==> config.mk <==
export PLATFORM = sky130hd
export DESIGN_NAME = power_key_long_press_controller_top
export DESIGN_NICKNAME = d
export VERILOG_FILES = /design/src/sv/pkc_pkg.sv /design/src/sv/power_key_long_press_controller_top.sv /design/src/sv/pkc_cfg_regs.sv /design/src/sv/pkc_step.sv
export SDC_FILE = /design/constraint.sdc
export NUM_CORES = 1
export LEC_CHECK = 0
export ABC_CLOCK_PERIOD_IN_PS = 10500
export BUFFER_PORTS_ARGS = -buffer_cell sky130_fd_sc_hd__buf_2
export CORE_MARGIN = 4
export CORE_UTILIZATION = 40
export CTS_CLUSTER_DIAMETER = 60
export CTS_CLUSTER_SIZE = 25
export DETAILED_ROUTE_END_ITERATION = 8
export GPL_ROUTABILITY_DRIVEN = 1
export PLACE_DENSITY_LB_ADDON = 0.25
export SLEW_MARGIN = 0
export SYNTH_ARGS = -nofsm -noshare
export SYNTH_HDL_FRONTEND = slang
export SYNTH_SLANG_ARGS = --single-unit
==> constraint.sdc <==
create_clock -name i_clk -period 10.5 [get_ports i_clk]
set_input_delay 2.1 -clock i_clk [delete_from_list [all_inputs] [get_ports i_clk]]
set_output_delay 2.1 -clock i_clk [all_outputs]
set_load 0.01 [all_outputs]
==> src/sv/pkc_pkg.sv <==
// Shared types and constants for the power-key long-press controller.
// No dependencies; every other file in sv/ refers to this package by scoped names.
`timescale 1ns / 1ps
`default_nettype none

package pkc_pkg;

    localparam int unsigned TimeW     = 32;
    localparam int unsigned HoldW     = 16;
    localparam int unsigned WindowW   = 16;
    localparam int unsigned DebounceW = 8;
    localparam int unsigned CauseW    = 2;
    localparam int unsigned CfgIdxW   = 2;
    localparam int unsigned CfgDataW  = 16;
    localparam int unsigned InDataW   = 40;
    localparam int unsigned OutDataW  = 8;

    localparam logic [HoldW-1:0]     HoldReset     = 16'd2000;
    localparam logic [WindowW-1:0]   WindowReset   = 16'd0;
    localparam logic [DebounceW-1:0] DebounceReset = 8'd30;

    typedef enum logic [CfgIdxW-1:0] {
        REG_HOLD_TO_SLEEP = 2'd0,
        REG_WAKE_WINDOW   = 2'd1,
        REG_DEBOUNCE      = 2'd2,
        REG_BOOT_CAUSE    = 2'd3
    } t_cfg_idx;

    typedef enum logic [CauseW-1:0] {
        CAUSE_OTHER_RESET = 2'd0,
        CAUSE_GPIO_WAKE   = 2'd1,
        CAUSE_OTHER_WAKE  = 2'd2,
        CAUSE_POWER_ON    = 2'd3
    } t_boot_cause;

    typedef enum logic [2:0] {
        PH_VERIFY       = 3'd0,
        PH_WAIT_RELEASE = 3'd1,
        PH_MONITOR      = 3'd2,
        PH_SLEEP_WAIT   = 3'd3,
        PH_ASLEEP       = 3'd4
    } t_phase;

    typedef struct packed {
        logic [HoldW-1:0]     hold_to_sleep_ms;
        logic [WindowW-1:0]   wake_window_ms;
        logic [DebounceW-1:0] debounce_ms;
        t_boot_cause          boot_cause;
    } t_cfg;

    typedef struct packed {
        logic [TimeW-1:0] now_ms;
        logic             button_pressed;
        logic             usb_present;
    } t_sample;

    typedef struct packed {
        t_phase           phase;
        logic             window_started;
        logic [TimeW-1:0] window_start_ms;
        logic             debounced;
        logic [TimeW-1:0] last_change_ms;
        logic [TimeW-1:0] press_start_ms;
        logic             latch;
    } t_state;

    typedef struct packed {
        t_phase phase_code;
        logic   debounced_level;
        logic   sleep_request;
        logic   latch_on;
    } t_result;

endpackage

`default_nettype wire

==> src/sv/power_key_long_press_controller_top.sv <==
// Top level of the power-key long-press controller: input register, controller
// state, result register and stream handshakes. Uses pkc_pkg, pkc_cfg_regs, pkc_step.
//
//  Channel   Dir  Handshake                  Payload
//  --------  ---  -------------------------  ------------------------------------------
//  sample    in   i_s_tvalid / o_s_tready    i_s_tdata: now_ms, button_pressed, usb_present
//  result    out  o_m_tvalid / i_m_tready    o_m_tdata: latch_on, sleep_request,
//                                            debounced_level, phase_code
//  config    in   i_cfg_we (always taken)    i_cfg_idx, i_cfg_data
//
// One sample is accepted per cycle while o_s_tready is high; each gives exactly one result
// after passing the input register, then the result register. The only loop is the
// controller state, which the combinational step logic updates once per sample.
// Reset (synchronous, active low) puts the controller in boot verification with
// the latch driven on and both pipeline stages empty.
// A stalled output holds the result register; the input register still refills
// while the result waits, and o_s_tready drops only when both stages are full.
`timescale 1ns / 1ps
`default_nettype none

module power_key_long_press_controller_top (
    input  wire logic                           i_clk,
    input  wire logic                           i_rst_n,
    // sample stream
    input  wire logic                           i_s_tvalid,
    output wire logic                           o_s_tready,
    // [31:0] now_ms, [32] button_pressed, [33] usb_present, [39:34] zero
    input  wire logic [pkc_pkg::InDataW-1:0]    i_s_tdata,
    // result stream
    output wire logic                           o_m_tvalid,
    input  wire logic                           i_m_tready,
    // [0] latch_on, [1] sleep_request, [2] debounced_level, [5:3] phase_code,
    // [7:6] zero
    output wire logic [pkc_pkg::OutDataW-1:0]   o_m_tdata,
    // configuration writes
    input  wire logic                           i_cfg_we,
    input  wire logic [pkc_pkg::CfgIdxW-1:0]    i_cfg_idx,
    input  wire logic [pkc_pkg::CfgDataW-1:0]   i_cfg_data
);

    pkc_pkg::t_cfg    cfg;
    pkc_pkg::t_state  n_state;
    pkc_pkg::t_result n_result;

    logic             r_s1_valid;
    pkc_pkg::t_sample r_s1_sample;
    pkc_pkg::t_state  r_state;
    logic             r_m_valid;
    pkc_pkg::t_result r_m_result;

    logic s1_advance;
    logic s_transfer;

    // result register frees up when empty or when its contents go out this cycle
    assign s1_advance = r_s1_valid && (!r_m_valid || i_m_tready);
    assign o_s_tready = !r_s1_valid || s1_advance;
    assign s_transfer = i_s_tvalid && o_s_tready;

    pkc_cfg_regs u_cfg (
        .i_clk      (i_clk),
        .i_rst_n    (i_rst_n),
        .i_cfg_we   (i_cfg_we),
        .i_cfg_idx  (i_cfg_idx),
        .i_cfg_data (i_cfg_data),
        .o_cfg      (cfg)
    );

    pkc_step u_step (
        .i_cfg    (cfg),
        .i_state  (r_state),
        .i_sample (r_s1_sample),
        .o_state  (n_state),
        .o_result (n_result)
    );

    // input register
    always_ff @(posedge i_clk) begin
        if (!i_rst_n) begin
            r_s1_valid <= 1'b0;
        end else if (s_transfer) begin
            r_s1_valid <= 1'b1;
        end else if (s1_advance) begin
            r_s1_valid <= 1'b0;
        end
    end

    always_ff @(posedge i_clk) begin
        if (s_transfer) begin
            r_s1_sample.now_ms         <= i_s_tdata[pkc_pkg::TimeW-1:0];
            r_s1_sample.button_pressed <= i_s_tdata[pkc_pkg::TimeW];
            r_s1_sample.usb_present    <= i_s_tdata[pkc_pkg::TimeW+1];
        end
    end

    // controller state, updated once per sample leaving the input register
    always_ff @(posedge i_clk) begin
        if (!i_rst_n) begin
            r_state.phase           <= pkc_pkg::PH_VERIFY;
            r_state.window_started  <= 1'b0;
            r_state.window_start_ms <= '0;
            r_state.debounced       <= 1'b0;
            r_state.last_change_ms  <= '0;
            r_state.press_start_ms  <= '0;
            r_state.latch           <= 1'b1;
        end else if (s1_advance) begin
            r_state <= n_state;
        end
    end

    // result register
    always_ff @(posedge i_clk) begin
        if (!i_rst_n) begin
            r_m_valid <= 1'b0;
        end else if (s1_advance) begin
            r_m_valid <= 1'b1;
        end else if (i_m_tready) begin
            r_m_valid <= 1'b0;
        end
    end

    always_ff @(posedge i_clk) begin
        if (s1_advance) begin
            r_m_result <= n_result;
        end
    end

    assign o_m_tvalid = r_m_valid;
    assign o_m_tdata  = {2'b00, r_m_result.phase_code, r_m_result.debounced_level,
                         r_m_result.sleep_request, r_m_result.latch_on};

endmodule

`default_nettype wire

==> src/sv/pkc_cfg_regs.sv <==
// Configuration register file: four write-only registers with reset values.
// Depends on pkc_pkg.
`timescale 1ns / 1ps
`default_nettype none

module pkc_cfg_regs (
    input  wire logic                          i_clk,
    input  wire logic                          i_rst_n,
    input  wire logic                          i_cfg_we,
    input  wire logic [pkc_pkg::CfgIdxW-1:0]   i_cfg_idx,
    input  wire logic [pkc_pkg::CfgDataW-1:0]  i_cfg_data,
    output pkc_pkg::t_cfg                      o_cfg
);

    pkc_pkg::t_cfg r_cfg;

    always_ff @(posedge i_clk) begin
        if (!i_rst_n) begin
            r_cfg.hold_to_sleep_ms <= pkc_pkg::HoldReset;
            r_cfg.wake_window_ms   <= pkc_pkg::WindowReset;
            r_cfg.debounce_ms      <= pkc_pkg::DebounceReset;
            r_cfg.boot_cause       <= pkc_pkg::CAUSE_OTHER_RESET;
        end else if (i_cfg_we) begin
            unique case (pkc_pkg::t_cfg_idx'(i_cfg_idx))
                pkc_pkg::REG_HOLD_TO_SLEEP: begin
                    r_cfg.hold_to_sleep_ms <= i_cfg_data;
                end
                pkc_pkg::REG_WAKE_WINDOW: begin
                    r_cfg.wake_window_ms <= i_cfg_data;
                end
                pkc_pkg::REG_DEBOUNCE: begin
                    r_cfg.debounce_ms <= i_cfg_data[pkc_pkg::DebounceW-1:0];
                end
                pkc_pkg::REG_BOOT_CAUSE: begin
                    r_cfg.boot_cause <= pkc_pkg::t_boot_cause'(i_cfg_data[pkc_pkg::CauseW-1:0]);
                end
                default: begin
                end
            endcase
        end
    end

    assign o_cfg = r_cfg;

endmodule

`default_nettype wire

==> src/sv/pkc_step.sv <==
// Next-state and result logic for one poll sample: boot check, release wait,
// debounce, long-hold detection and sleep entry. Purely combinational; uses pkc_pkg.
`timescale 1ns / 1ps
`default_nettype none

module pkc_step (
    input  wire pkc_pkg::t_cfg    i_cfg,
    input  wire pkc_pkg::t_state  i_state,
    input  wire pkc_pkg::t_sample i_sample,
    output pkc_pkg::t_state       o_state,
    output pkc_pkg::t_result      o_result
);

    always_comb begin
        pkc_pkg::t_state            st;
        logic                       initiated;
        logic [pkc_pkg::TimeW-1:0]  win_age;
        logic [pkc_pkg::TimeW-1:0]  change_age;
        logic [pkc_pkg::TimeW-1:0]  hold_age;

        st = i_state;
        initiated = (i_cfg.boot_cause == pkc_pkg::CAUSE_GPIO_WAKE)
                 || ((i_cfg.boot_cause == pkc_pkg::CAUSE_POWER_ON) && !i_sample.usb_present);

        // boot verification; first sample opens the window and cannot time out
        if (st.phase == pkc_pkg::PH_VERIFY && !st.window_started) begin
            if (i_cfg.wake_window_ms == '0 || !initiated) begin
                st.phase = pkc_pkg::PH_WAIT_RELEASE;
            end else begin
                st.window_started  = 1'b1;
                st.window_start_ms = i_sample.now_ms;
            end
        end
        win_age = i_sample.now_ms - st.window_start_ms;
        if (st.phase == pkc_pkg::PH_VERIFY) begin
            if (i_sample.button_pressed) begin
                st.phase = pkc_pkg::PH_WAIT_RELEASE;
            end else if (win_age >= {{(pkc_pkg::TimeW-pkc_pkg::WindowW){1'b0}},
                                     i_cfg.wake_window_ms}) begin
                st.phase = pkc_pkg::PH_SLEEP_WAIT;
            end
        end

        if (st.phase == pkc_pkg::PH_WAIT_RELEASE && !i_sample.button_pressed) begin
            st.phase          = pkc_pkg::PH_MONITOR;
            st.debounced      = 1'b0;
            st.last_change_ms = '0;
            st.press_start_ms = '0;
        end

        change_age = i_sample.now_ms - st.last_change_ms;
        if (st.phase == pkc_pkg::PH_MONITOR) begin
            if (change_age >= {{(pkc_pkg::TimeW-pkc_pkg::DebounceW){1'b0}}, i_cfg.debounce_ms}
                && (i_sample.button_pressed != st.debounced)) begin
                st.last_change_ms = i_sample.now_ms;
                st.debounced      = i_sample.button_pressed;
                if (i_sample.button_pressed) begin
                    st.press_start_ms = i_sample.now_ms;
                end
            end
        end
        hold_age = i_sample.now_ms - st.press_start_ms;
        if (st.phase == pkc_pkg::PH_MONITOR && st.debounced && i_cfg.hold_to_sleep_ms != '0
            && hold_age >= {{(pkc_pkg::TimeW-pkc_pkg::HoldW){1'b0}}, i_cfg.hold_to_sleep_ms}) begin
            st.phase = pkc_pkg::PH_SLEEP_WAIT;
        end

        if (st.phase == pkc_pkg::PH_SLEEP_WAIT && !i_sample.button_pressed) begin
            st.latch = 1'b0;
            st.phase = pkc_pkg::PH_ASLEEP;
        end

        o_state                  = st;
        o_result.latch_on        = st.latch;
        o_result.sleep_request   = (st.phase == pkc_pkg::PH_ASLEEP);
        o_result.debounced_level = st.debounced;
        o_result.phase_code      = st.phase;
    end

endmodule

`default_nettype wire

=== Yosys cells after proc, flatten, opt, wreduce, memory -nomap -nowiden ===
Cells that the tools add are included.

* Add/sub/neg operators: 3
* Reductions and logical operators: 32
* Bitwise gates (word level): 1
* Multiplexer cells: 18
* $lt $le $gt $ge: 3
* Equality and inequality tests: 10

{| class="wikitable"
|+ Operators by type and width
! operator !! number
|-
| 65-bit 2-to-1 mux || 3
|-
| 32-bit subtractor || 3
|-
| 32-bit by 16-bit greater-or-equal comparator with 1-bit output || 2
|-
| 36-bit 2-to-1 mux || 1
|-
| 33-bit 2-to-1 mux || 1
|-
| 32-bit by 8-bit greater-or-equal comparator with 1-bit output || 1
|-
| 32-bit 2-to-1 mux || 1
|-
| 3-bit 2-to-1 mux || 7
|-
| 16-bit zero test || 1
|-
| 16-bit nonzero test || 1
|-
| 1-bit logical AND || 10
|-
| 2-bit AND reduction || 4
|-
| 2-bit == test (second input constant) || 3
|-
| 3-bit by 2-bit == test with 1-bit output (second input constant) || 2
|-
| 1-bit zero test || 6
|-
| 3-bit zero test || 2
|-
| 1-bit 2-to-1 mux || 5
|-
| 2-bit by 1-bit == test with 1-bit output (second input constant) || 2
|-
| 1-bit logical OR || 4
|-
| 2-bit nonzero test || 2
|-
| 3-bit by 1-bit == test with 1-bit output (second input constant) || 1
|-
| 3-bit == test (second input constant) || 1
|-
| 3-bit AND reduction || 1
|-
| 2-bit zero test || 1
|-
| 2 further kinds || 2
|}

* Input bits: 63
* Logic and storage cells: 87
* Register bits after elaboration: 186

=== Depth between registers and ports, before layout ===
Gate-level depths: netlist (run 1).

* Word-level depth: 28
* Mapped depth: 52
* Depth with buffers taken out: 48

=== By module ===
A second synthesis (run 1) with hierarchy kept.

* Cell total of the unflattened synthesis: 2203
* Area total of the unflattened synthesis: 16455.8 sq um

{| class="wikitable"
|+ By module, submodules not included
! module !! cells an instance !! instances !! seq. area each (sq um) !! area an instance (sq um)
|-
| pkc_step || 1538 || 1 || 0.0 || 9328.9
|-
| power_key_long_press_controller_top || 495 || 1 || 3283.1 || 5402.7
|-
| pkc_cfg_regs || 170 || 1 || 840.8 || 1724.2
|}

=== Worst setup path after synthesis (run 1) ===
No wires, ideal clock.

* Path kind: reg2reg
* Start: register r_state[99] (netlist bit)
* End: register r_m_result (netlist bit o_m_tdata[1]), data pin
* Setup slack: -0.640 ns
* Cell stages (with the launch flop): 50
* Data required time: 10.237 ns
* Arrival: 10.877 ns
* Cell sequence: dfxtp_1 > clkbuf_1 > or3b_2 > and2_1 > a21o_1 > clkbuf_1 > clkbuf_1 > clkbuf_1 > nand2_1 > ha_1 > and2_1 > a221o_1 > nor2_1 > o21ai_0 > xor2_1 > ha_1 > a221oi_1 > nand4_1 > [... 14 more ...] > o21ai_0 > o31a_1 > nor2_1 > o21ai_1 > and2_1 > a21oi_1 > xnor2_1 > ha_1 > a21o_1 > a221o_1 > nor3_1 > nand4_1 > a21oi_1 > o2111a_1 > nand4_1 > nor4_1 > a221o_2 > a21oi_1

{| class="wikitable"
|+ RTL lines
! item !! line !! source
|-
| from (decl) || power_key_long_press_controller_top.sv:47 || <nowiki>pkc_pkg::t_state r_state;</nowiki>
|-
| from (signal assigned) || power_key_long_press_controller_top.sv:106 || <nowiki>r_state <= n_state;</nowiki>
|-
| to (signal assigned) || power_key_long_press_controller_top.sv:123 || <nowiki>r_m_result <= n_result;</nowiki>
|-
| to (decl) || power_key_long_press_controller_top.sv:49 || <nowiki>pkc_pkg::t_result r_m_result;</nowiki>
|}

==> impl_metrics.env, run 1 <==
export IMPL_status="finished clean"
export IMPL_drt_iter0_drc=888
export IMPL_synthCells=1888
export IMPL_grt_pass1_wl_um=71540
export IMPL_min_period_ns=10.20
export IMPL_hold_violations=0
export IMPL_place_port_buffers=64
export IMPL_viasPerCell=5.786
export IMPL_die_height_um=200.8
export IMPL_areaGrowthSynthToFinish_pct=15.27
export IMPL_hp_class="flop to flop"
export IMPL_synth_xor_area_share_pct=3.180
export IMPL_synth_top_family_by_area="compound AO/OA/AOI/OAI gates"
export IMPL_worst_pin_slew_ns=1.044
export IMPL_antenna_cells=0
export IMPL_grt_pass1_vias=13350
export IMPL_cp_end_kind="flop"
export IMPL_p_leak_nw=6.870
export IMPL_core_rowCount=70
export IMPL_yosysTopAreaCell="dfxtp_1"
export IMPL_async_flop_share_pct=0
export IMPL_final_cell_area_sq_um=17140
export IMPL_drv_cap=0
export IMPL_vdd_ir_drop_max_uv=118.7
export IMPL_insertion_delay_ns=0.46
export IMPL_path_class="flop to flop"
export IMPL_wl_met3_um=2104
export IMPL_synth_edf_count=40
export IMPL_ant_nets=0
export IMPL_netlist_area_sq_um=14870
export IMPL_synth_mux_area_share_pct=2.659
export IMPL_holdWs_ns=0.4632
export IMPL_place_area_sq_um=16210
export IMPL_grt_ovfl_total=0
export IMPL_clk_pin_slew_ns=0.08
export IMPL_die_w_um=200.8
export IMPL_tritoncts="built"
export IMPL_numCtsBuffers=17
export IMPL_critPathMaxFanout=7
export IMPL_worst_slack_ns=0.2978
export IMPL_die_area_sq_um=40320
export IMPL_worstPathArrival_ns=10.42
export IMPL_syn_avg_cell_area_sq_um=7.876
export IMPL_setup_viol=0
export IMPL_fmax_ghz=0.09802
export IMPL_yosysWarningCount=0
export IMPL_gp_congestion=0.9256
export IMPL_pre_cts_ws_ns=-0.3955
export IMPL_maxSlewHeadroom_pct=29.63
export IMPL_h_tree_depth=4
export IMPL_post_route_period_util_pct=97.16
export IMPL_cp_data_required_time_ns=10.72
export IMPL_synth_top_area_share_pct=19.66
export IMPL_utilization_pct=46.82
export IMPL_synth_seq_cells=186
export IMPL_mostFrequentLayoutCells="nand2_1, dfxtp_1, a21oi_1"
export IMPL_grt_max_degree=91
export IMPL_final_common_cell="nand2_1"
export IMPL_dp_hpwl_um=33560
export IMPL_route_layer_met1_wl_um=20640
export IMPL_drc=0
export IMPL_dp_cells=2420
export IMPL_startpoint_type="flop"
export IMPL_wl_per_cell_um=18.17
export IMPL_synthFlopType="dfxtp_1"
export IMPL_vias=14250
export IMPL_dr_pass1_iters=8
export IMPL_layout_drive_gt1_share_pct=14.24
export IMPL_synthTopCellsByArea="dfxtp_1, ha_1, edfxtp_1, nand2_1, a21oi_1"
export IMPL_p_per_area_nw_per_um2=118.6
export IMPL_grt_use_total_pct=21.58
export IMPL_antenna_found_initial=0
export IMPL_root_buffer="clkbuf_16"
export IMPL_critPathSlowestCell="or4b_4"
export IMPL_finClkSkew_ns=0.01529
export IMPL_design_core_area_sq_um=36610
export IMPL_rsz0062_at_grt="true"
export IMPL_yosys_area_share_adder_pct=11.59
export IMPL_numClockSinks=186
export IMPL_clk_path_buf_depth=2
export IMPL_io_pins=73
export IMPL_yosysSeqAreaShare_pct=27.73
export IMPL_totalPowerFinal_mw=2.034
export IMPL_routed_wl_um=44760
export IMPL_stdcell_count=2463
export IMPL_synth_simple_area_share_pct=22.27
export IMPL_critPathMaxStageDelay_ns=0.59
export IMPL_top_layer="met4"
export IMPL_nNetsFinal=2177
export IMPL_setup_tns_ns=0
export IMPL_slew_viol_final=0
export IMPL_initial_core_util_pct=40.62
export IMPL_synth_compound_area_share_pct=27.97
export IMPL_yosys_cell_types_count=81
export IMPL_dr_wl_met2_um=21180
==> synth_stat cells (8+ instances only) <==
| master | instances |
|---|---|
| o21ai_0 | 83 |
| a22oi_1 | 42 |
| a21boi_0 | 69 |
| or3_1 | 11 |
| a211oi_1 | 17 |
| o211ai_1 | 26 |
| ha_1 | 129 |
| or2_2 | 8 |
| dfxtp_1 | 146 |
| xor2_1 | 17 |
| nand2_1 | 286 |
| o21bai_1 | 16 |
| xnor2_1 | 37 |
| inv_1 | 81 |
| a21o_1 | 53 |
| and2_1 | 19 |
| a21oi_1 | 139 |
| a31oi_1 | 15 |
| nand2b_1 | 31 |
| clkbuf_1 | 90 |
| o21a_1 | 24 |
| nor2_1 | 100 |
| nor2b_1 | 60 |
| nand4_1 | 26 |
| nor3_1 | 32 |
| o2111ai_1 | 9 |
| nand3_1 | 31 |
| edfxtp_1 | 40 |
| nor4_1 | 17 |
| o211a_1 | 31 |
| mux2i_1 | 35 |
| and3_1 | 38 |
==> state kept, by name (all words and copies together) (netlist names) <==
signal and count:
o_m_tvalid 1, r_s1_valid 1, u_cfg.o_cfg 42, r_state 102, r_s1_sample 34, o_m_tdata 6
==> final cells by class <==
cell class / count / area (sq um)
Tap cell: 468 / 585.6
Clock inverter: 13 / 151.4
Timing Repair Buffer: 172 / 1146
Sequential cell: 186 / 4128
Multi-Input combinational cell: 1524 / 10380
Fill cell: 3573 / 19470
Inverter: 81 / 304.0
Clock buffer: 19 / 442.9
==> timing repair <==
| action | CTS | global route |
|---|---|---|
| setup endpoints to repair | 9 | 9 |
| setup buffers | 4 | 7 |
| hold buffers | 0 | 0 |
| resized for setup | 22 | 32 |
| pin swaps | 34 | 33 |
| cloned | 0 | 0 |
==> worst max-delay path: cells and delay by family (launching register included) <==
family	cells	cell delay (ns)
flip-flops	1	0.34
AND/OR/NAND/NOR	18	3.51
XOR/XNOR	2	0.19
buffers and inverters	4	0.49
adder cells (fa/ha/maj)	6	1.72
AO/OA/AOI/OAI	19	3.66
==> kinds of logic after synthesis <==
logic type | count (synthesis)
adder cells (fa/ha/maj) | 137
AND/OR/NAND/NOR | 685
buffers and inverters | 179
XOR/XNOR | 54
flip-flops | 186
other | 1
multiplexers | 39
AO/OA/AOI/OAI | 607
==> per-layer routing <==
| metal | vias up | global-route usage, % |
|---|---|---|
| met2 | 340 | 36.59 |
| li1 | 7060 | - |
| met5 | - | 0 |
| met3 | 51 | 3.183 |
| met1 | 6799 | 29.03 |
| met4 | 0 | 5.408 |
==> power breakdown <==
group | switching [mW] | internal (mW)
sequential | 0.0298 | 0.758
combinational | 0.337 | 0.246
clock | 0.319 | 0.345
total | 0.685 | 1.35
==> final timing paths <==
check                               startpoint                       to  slack, ns  depth (start not counted)
setup / recovery  u_cfg.o_cfg[12]$_SDFFE_PN0P_   o_m_tdata[5]$_DFFE_PP_       0.30                         49
hold / removal         r_state[0]$_SDFFE_PN1P_  r_state[0]$_SDFFE_PN1P_       0.46                          2
setup reg to reg  u_cfg.o_cfg[12]$_SDFFE_PN0P_   o_m_tdata[5]$_DFFE_PP_       0.30                         49
hold reg to reg        r_state[0]$_SDFFE_PN1P_  r_state[0]$_SDFFE_PN1P_       0.46                          2
No activity file was read; power rests on OpenSTA's default activity.
==> run 2, diff against run 1 <==
--- a/config.mk
+++ b/config.mk
@@ -15,4 +15,6 @@
 export GPL_ROUTABILITY_DRIVEN = 1
 export PLACE_DENSITY_LB_ADDON = 0.25
+export REMOVE_ABC_BUFFERS = 1
+export SKIP_LAST_GASP = 1
 export SLEW_MARGIN = 0
 export SYNTH_ARGS = -nofsm -noshare
==> constraint.sdc (replaced) <==
create_clock -name i_clk -period 10.5 [get_ports i_clk]
set_input_delay 2.1 -clock i_clk [delete_from_list [all_inputs] [get_ports i_clk]]
set_output_delay 2.1 -clock i_clk [all_outputs]
set_load 0.05 [all_outputs]
==> run 2 against run 1 <==
Against the previous run: first-iteration DRC count rose by 20%; critical path depth fell by 1; sequential power fell by 0.6%; power rose by 2.2%; global-route usage rose by 0.94 points; non-clock buffer count rose by 68; highest routed layer unchanged.
==> impl_metrics.env, run 2 (same netlist as run 1, synthesis figures left out) <==
export IMPL_worst_pin_slew_ns=1.089
export IMPL_cp_top_family="compound AO/OA/AOI/OAI gates"
export IMPL_vias=14610
export IMPL_root_buffer="clkbuf_16"
export IMPL_regMostFlops="r_state"
export IMPL_hp_class="flop to flop"
export IMPL_mostFrequentLayoutCells="nand2_1, buf_4, dfxtp_1"
export IMPL_io_pins=73
export IMPL_numClockSinks=186
export IMPL_fillers=3569
export IMPL_tritoncts="built"
export IMPL_layout_drive_gt1_share_pct=16.82
export IMPL_die_area_sq_um=40320
export IMPL_power_frac_comb_pct=30.0
export IMPL_grt_max_degree=78
export IMPL_design_core_area_sq_um=36610
export IMPL_drc=0
export IMPL_clk_path_buf_depth=2
export IMPL_post_route_period_util_pct=99.72
export IMPL_holdWs_ns=0.4639
export IMPL_drt_iter0_drc=1065
export IMPL_routed_wl_um=46920
export IMPL_numCtsBuffers=17
export IMPL_grt_use_total_pct=22.52
export IMPL_dp_cells=2482
export IMPL_worstPathArrival_ns=10.69
export IMPL_path_class="flop to flop"
export IMPL_slew_viol_final=0
export IMPL_finClkSkew_ns=0.01534
export IMPL_cts_hold_buf=0
export IMPL_grt_pass1_vias=13820
export IMPL_cp_end_kind="flop"
export IMPL_p_per_area_nw_per_um2=118.0
export IMPL_largest_register_ffs=102
export IMPL_h_tree_depth=4
export IMPL_areaGrowthSynthToFinish_pct=18.38
export IMPL_clk_pin_slew_ns=0.08
export IMPL_nNetsFinal=2245
export IMPL_grt_pass1_wl_um=74040
export IMPL_cp_data_required_time_ns=10.72
export IMPL_core_rowCount=70
export IMPL_final_common_cell="nand2_1"
export IMPL_final_cell_area_sq_um=17600
export IMPL_p_leak_nw=7.201
export IMPL_critPathSlowestCell="or4b_4"
export IMPL_rsz0062_at_grt="true"
export IMPL_antenna_cells=0
export IMPL_clkPwrFrac_pct=32.2
export IMPL_stdcell_count=2531
export IMPL_drv_cap=0
export IMPL_status="finished clean"
export IMPL_p_seq_share_pct=37.7
export IMPL_dp_hpwl_um=35090
export IMPL_ant_nets=0
export IMPL_place_port_buffers=64
export IMPL_antenna_found_initial=0
export IMPL_gp_congestion=0.9359
export IMPL_maxSlewHeadroom_pct=26.66
export IMPL_setup_viol=0
export IMPL_initial_core_util_pct=40.62
export IMPL_internal_power_mw=1.370
export IMPL_switching_share_pct=34.09
export IMPL_p_sw_mw=0.7082
export IMPL_grt_ovfl_total=0
export IMPL_critPathMaxFanout=7
export IMPL_multi_input_area_sq_um=10330
export IMPL_critPathBufInv=3
export IMPL_regArea_sq_um=4126
export IMPL_die_height_um=200.8
export IMPL_vdd_ir_drop_max_uv=125.2
export IMPL_viasPerCell=5.771
export IMPL_wl_per_cell_um=18.54
export IMPL_insertion_delay_ns=0.46
export IMPL_crit_path_frequent_cell="nand4_1"
export IMPL_hold_violations=0
export IMPL_dr_pass1_iters=5
export IMPL_critPathMaxStageDelay_ns=0.59
export IMPL_startpoint_type="flop"
export IMPL_die_w_um=200.8
export IMPL_fmax_ghz=0.09550
export IMPL_place_area_sq_um=16630
export IMPL_min_period_ns=10.47
==> run 2: through the flow <==
| stage | TNS, ns | util, % | power [mW] | setup WS, ns |
|---|---|---|---|---|
| floorplan | -6.982 | - | 1.181 | -0.8554 |
| global placement | -4.510 | 45.42 | 1.383 | -0.5924 |
| detailed placement | -6.100 | 45.42 | 1.392 | -0.7677 |
| CTS | 0 | 47.38 | 2.080 | 0.02112 |
| global route | -4.455 | 48.09 | 2.193 | -0.5326 |
| finish | 0 | 48.09 | 2.078 | 0.02892 |
==> run 2: layout make-up <==
type	count	share of cell area, %
Clock buffer	18	2.495
Clock inverter	14	0.8813
Inverter	81	1.727
Multi-Input combinational cell	1524	58.70
Sequential cell	186	23.44
Tap cell	468	3.326
Timing Repair Buffer	240	9.431
==> run 2: power by group through the flow <==
| stage | sequential [mW] | clock, mW | combinational (mW) |
|---|---|---|---|
| finish | 0.783 | 0.670 | 0.624 |
| global route | 0.786 | 0.717 | 0.690 |
| CTS | 0.782 | 0.693 | 0.605 |
| detailed placement | 0.798 | 0 | 0.594 |
| global placement | 0.797 | 0 | 0.585 |
| floorplan | 0.800 | 0 | 0.381 |
==> run 2: path summary, 6_finish.rpt <==
check                                     from                 endpoint  slack [ns]  cells after the start
setup reg to reg  u_cfg.o_cfg[16]$_SDFFE_PN0P_   o_m_tdata[1]$_DFFE_PP_        0.03                     48
setup / recovery  u_cfg.o_cfg[16]$_SDFFE_PN0P_   o_m_tdata[1]$_DFFE_PP_        0.03                     48
hold / removal         r_state[0]$_SDFFE_PN1P_  r_state[0]$_SDFFE_PN1P_        0.46                      2
hold reg to reg        r_state[0]$_SDFFE_PN1P_  r_state[0]$_SDFFE_PN1P_        0.46                      2
==> run 2: layer usage <==
layer,GRT usage [%],vias up,share of wire [%]
met3,2.682,61,3.9
met5,0,-,0
met1,30.96,7027,47
met4,7.399,0,2.8
li1,-,7196,-
met2,36.99,322,46
==> run 2: worst min-delay path, delay by kind of cell, from the launching register on <==
kind,cells,cell delay (ns)
AO/OA/AOI/OAI,1,0.05
flip-flops,1,0.32
buffers and inverters,1,0.05
==> run 2: timing repair <==
item	in CTS	in global routing
endpoints found under the hold margin	0	0
endpoints found under the setup margin	9	9
buffers inserted	8	10
gates resized for setup	17	42
pin swaps	11	44
==> run 3, diff against run 2 <==
--- a/config.mk
+++ b/config.mk
@@ -6,5 +6,4 @@
 export NUM_CORES = 1
 export LEC_CHECK = 0
-export ABC_CLOCK_PERIOD_IN_PS = 10500
 export BUFFER_PORTS_ARGS = -buffer_cell sky130_fd_sc_hd__buf_2
 export CORE_MARGIN = 4
==> constraint.sdc (replaced) <==
create_clock -name i_clk -period 9.3 [get_ports i_clk]
set_input_delay 1.86 -clock i_clk [delete_from_list [all_inputs] [get_ports i_clk]]
set_output_delay 1.86 -clock i_clk [all_outputs]
set_load 0.01 [all_outputs]
==> run 3 against run 2 <==
Against the previous run: the flow now finishes with violations (negative setup slack); count of clock-buffer cells in the layout grew 4; worst hold slack lost 0.013 ns; critical path type unchanged; largest cell class unchanged; die area is the same; via count grew 3.0%; combinational power grew 22%; first-iteration DRC count grew 23%; clock power grew 7.0%.
==> impl_metrics.env, run 3 (same netlist as run 1, synthesis figures left out) <==
export IMPL_status="complete, but fails checks"
export IMPL_violations="negative setup slack"
export IMPL_stdcell_count=2643
export IMPL_place_area_sq_um=17400
export IMPL_io_pins=73
export IMPL_drc=0
export IMPL_die_w_um=200.8
export IMPL_dp_hpwl_um=36740
export IMPL_vias=15050
export IMPL_regMostFlops="r_state"
export IMPL_numClockSinks=186
export IMPL_maxSlewHeadroom_pct=19.09
export IMPL_min_period_ns=10.59
export IMPL_nNetsFinal=2357
export IMPL_p_leak_nw=7.713
export IMPL_slew_viol_final=0
export IMPL_holdWs_ns=0.4511
export IMPL_antenna_found_initial=0
export IMPL_grt_max_degree=93
export IMPL_finClkSkew_ns=0.01922
export IMPL_ant_nets=0
export IMPL_critPathSlowestCell="or4b_4"
export IMPL_layout_drive_gt1_share_pct=21.52
export IMPL_die_height_um=200.8
export IMPL_grt_use_total_pct=23.13
export IMPL_worst_pin_slew_ns=1.208
export IMPL_grt_ovfl_total=0
export IMPL_hold_violations=0
export IMPL_drv_cap=0
export IMPL_grt_pass1_wl_um=76330
export IMPL_vdd_ir_drop_max_uv=150.9
export IMPL_clk_path_buf_depth=2
export IMPL_pre_cts_ws_ns=-2.006
export IMPL_clk_pin_slew_ns=0.08
export IMPL_fmax_ghz=0.09443
export IMPL_wl_per_cell_um=18.19
export IMPL_rsz0062_at_grt="true"
export IMPL_antenna_cells=0
export IMPL_insertion_delay_ns=0.46
export IMPL_design_core_area_sq_um=36610
export IMPL_hp_class="flop to flop"
export IMPL_cp_data_required_time_ns=9.51
export IMPL_tritoncts="built"
export IMPL_totalPowerFinal_mw=2.360
export IMPL_largest_register_ffs=102
export IMPL_startpoint_type="flop"
export IMPL_path_class="flop to flop"
export IMPL_root_buffer="clkbuf_16"
export IMPL_place_port_buffers=64
export IMPL_cp_end_kind="flop"
export IMPL_initial_core_util_pct=40.62
export IMPL_critPathMaxStageDelay_ns=0.59
export IMPL_die_area_sq_um=40320
export IMPL_areaGrowthSynthToFinish_pct=24.70
export IMPL_critPathMaxFanout=7
export IMPL_crit_path_frequent_cell="nand4_1"
export IMPL_routed_wl_um=48080
export IMPL_setup_viol=9
export IMPL_worst_slack_ns=-1.290
export IMPL_h_tree_depth=4
export IMPL_final_cell_area_sq_um=18540
export IMPL_drt_iter0_drc=1315
export IMPL_mostFrequentLayoutCells="nand2_1, buf_4, dfxtp_1"
export IMPL_grt_pass1_vias=14350
export IMPL_dp_cells=2583
export IMPL_gp_congestion=0.9331
export IMPL_p_per_area_nw_per_um2=127.3
export IMPL_numCtsBuffers=17
export IMPL_dr_pass1_iters=6
export IMPL_viasPerCell=5.693
export IMPL_core_rowCount=70
export IMPL_worstPathArrival_ns=10.80
export IMPL_post_route_period_util_pct=113.9
export IMPL_r2r_setup_slack_ns=-1.29
-- run 3: worst max-delay path: cells and delay by family (launching register included) --
kind                     cells  cell delay [ns]
AO/OA/AOI/OAI               18             3.60
XOR/XNOR                     2             0.30
adder cells (fa/ha/maj)      6             1.72
buffers and inverters        4             0.54
flip-flops                   1             0.34
AND/OR/NAND/NOR             19             3.80
-- run 3: final cells by class --
class,count,area (sq um)
fillers,3518,18070
multi-input cells,1524,10470
flip-flops and latches,186,4126
repair buffers,352,2516
well taps,468,585.6
clock buffers,22,465.4
inverters,81,304.0
clock inverters,10,78.83
-- run 3: layer usage --
layer / wire length (um) / track usage (%) / vias to the layer above
met1: 23100 / 32.54 / 7153
met5: 0 / 0 / -
met4: 1202 / 6.785 / 0
li1: - / - / 7426
met2: 21580 / 37.61 / 401
met3: 2194 / 2.601 / 66
-- run 3: worst paths after layout --
| kind | start | end | depth (start not counted) |
|---|---|---|---|
| max | u_cfg.o_cfg[12]$_SDFFE_PN0P_ | o_m_tdata[5]$_DFFE_PP_ | 49 |
| min | r_state[0]$_SDFFE_PN1P_ | r_state[0]$_SDFFE_PN1P_ | 2 |
| max reg2reg | u_cfg.o_cfg[12]$_SDFFE_PN0P_ | o_m_tdata[5]$_DFFE_PP_ | 49 |
| min reg2reg | r_state[0]$_SDFFE_PN1P_ | r_state[0]$_SDFFE_PN1P_ | 2 |
-- run 3: power breakdown --
group | switching (mW) | internal (mW)
combinational | 0.418 | 0.344
clock | 0.353 | 0.364
sequential | 0.0249 | 0.856
-- run 3: timing repair --
| item | in CTS | in global routing |
|---|---|---|
| resized for setup | 54 | 28 |
| pin swaps | 46 | 43 |
| setup buffers | 18 | 11 |
| setup endpoints to repair | 9 | 9 |
| hold buffers | 0 | 0 |
-- run 3: metrics by stage --
step | util (%) | setup TNS (ns)
floorplan | - | -17.78
global placement | 47.52 | -15.94
global route | 50.65 | -15.05
finish | 50.65 | -11.20
CTS | 50.00 | -10.35
detailed placement | 47.52 | -17.21
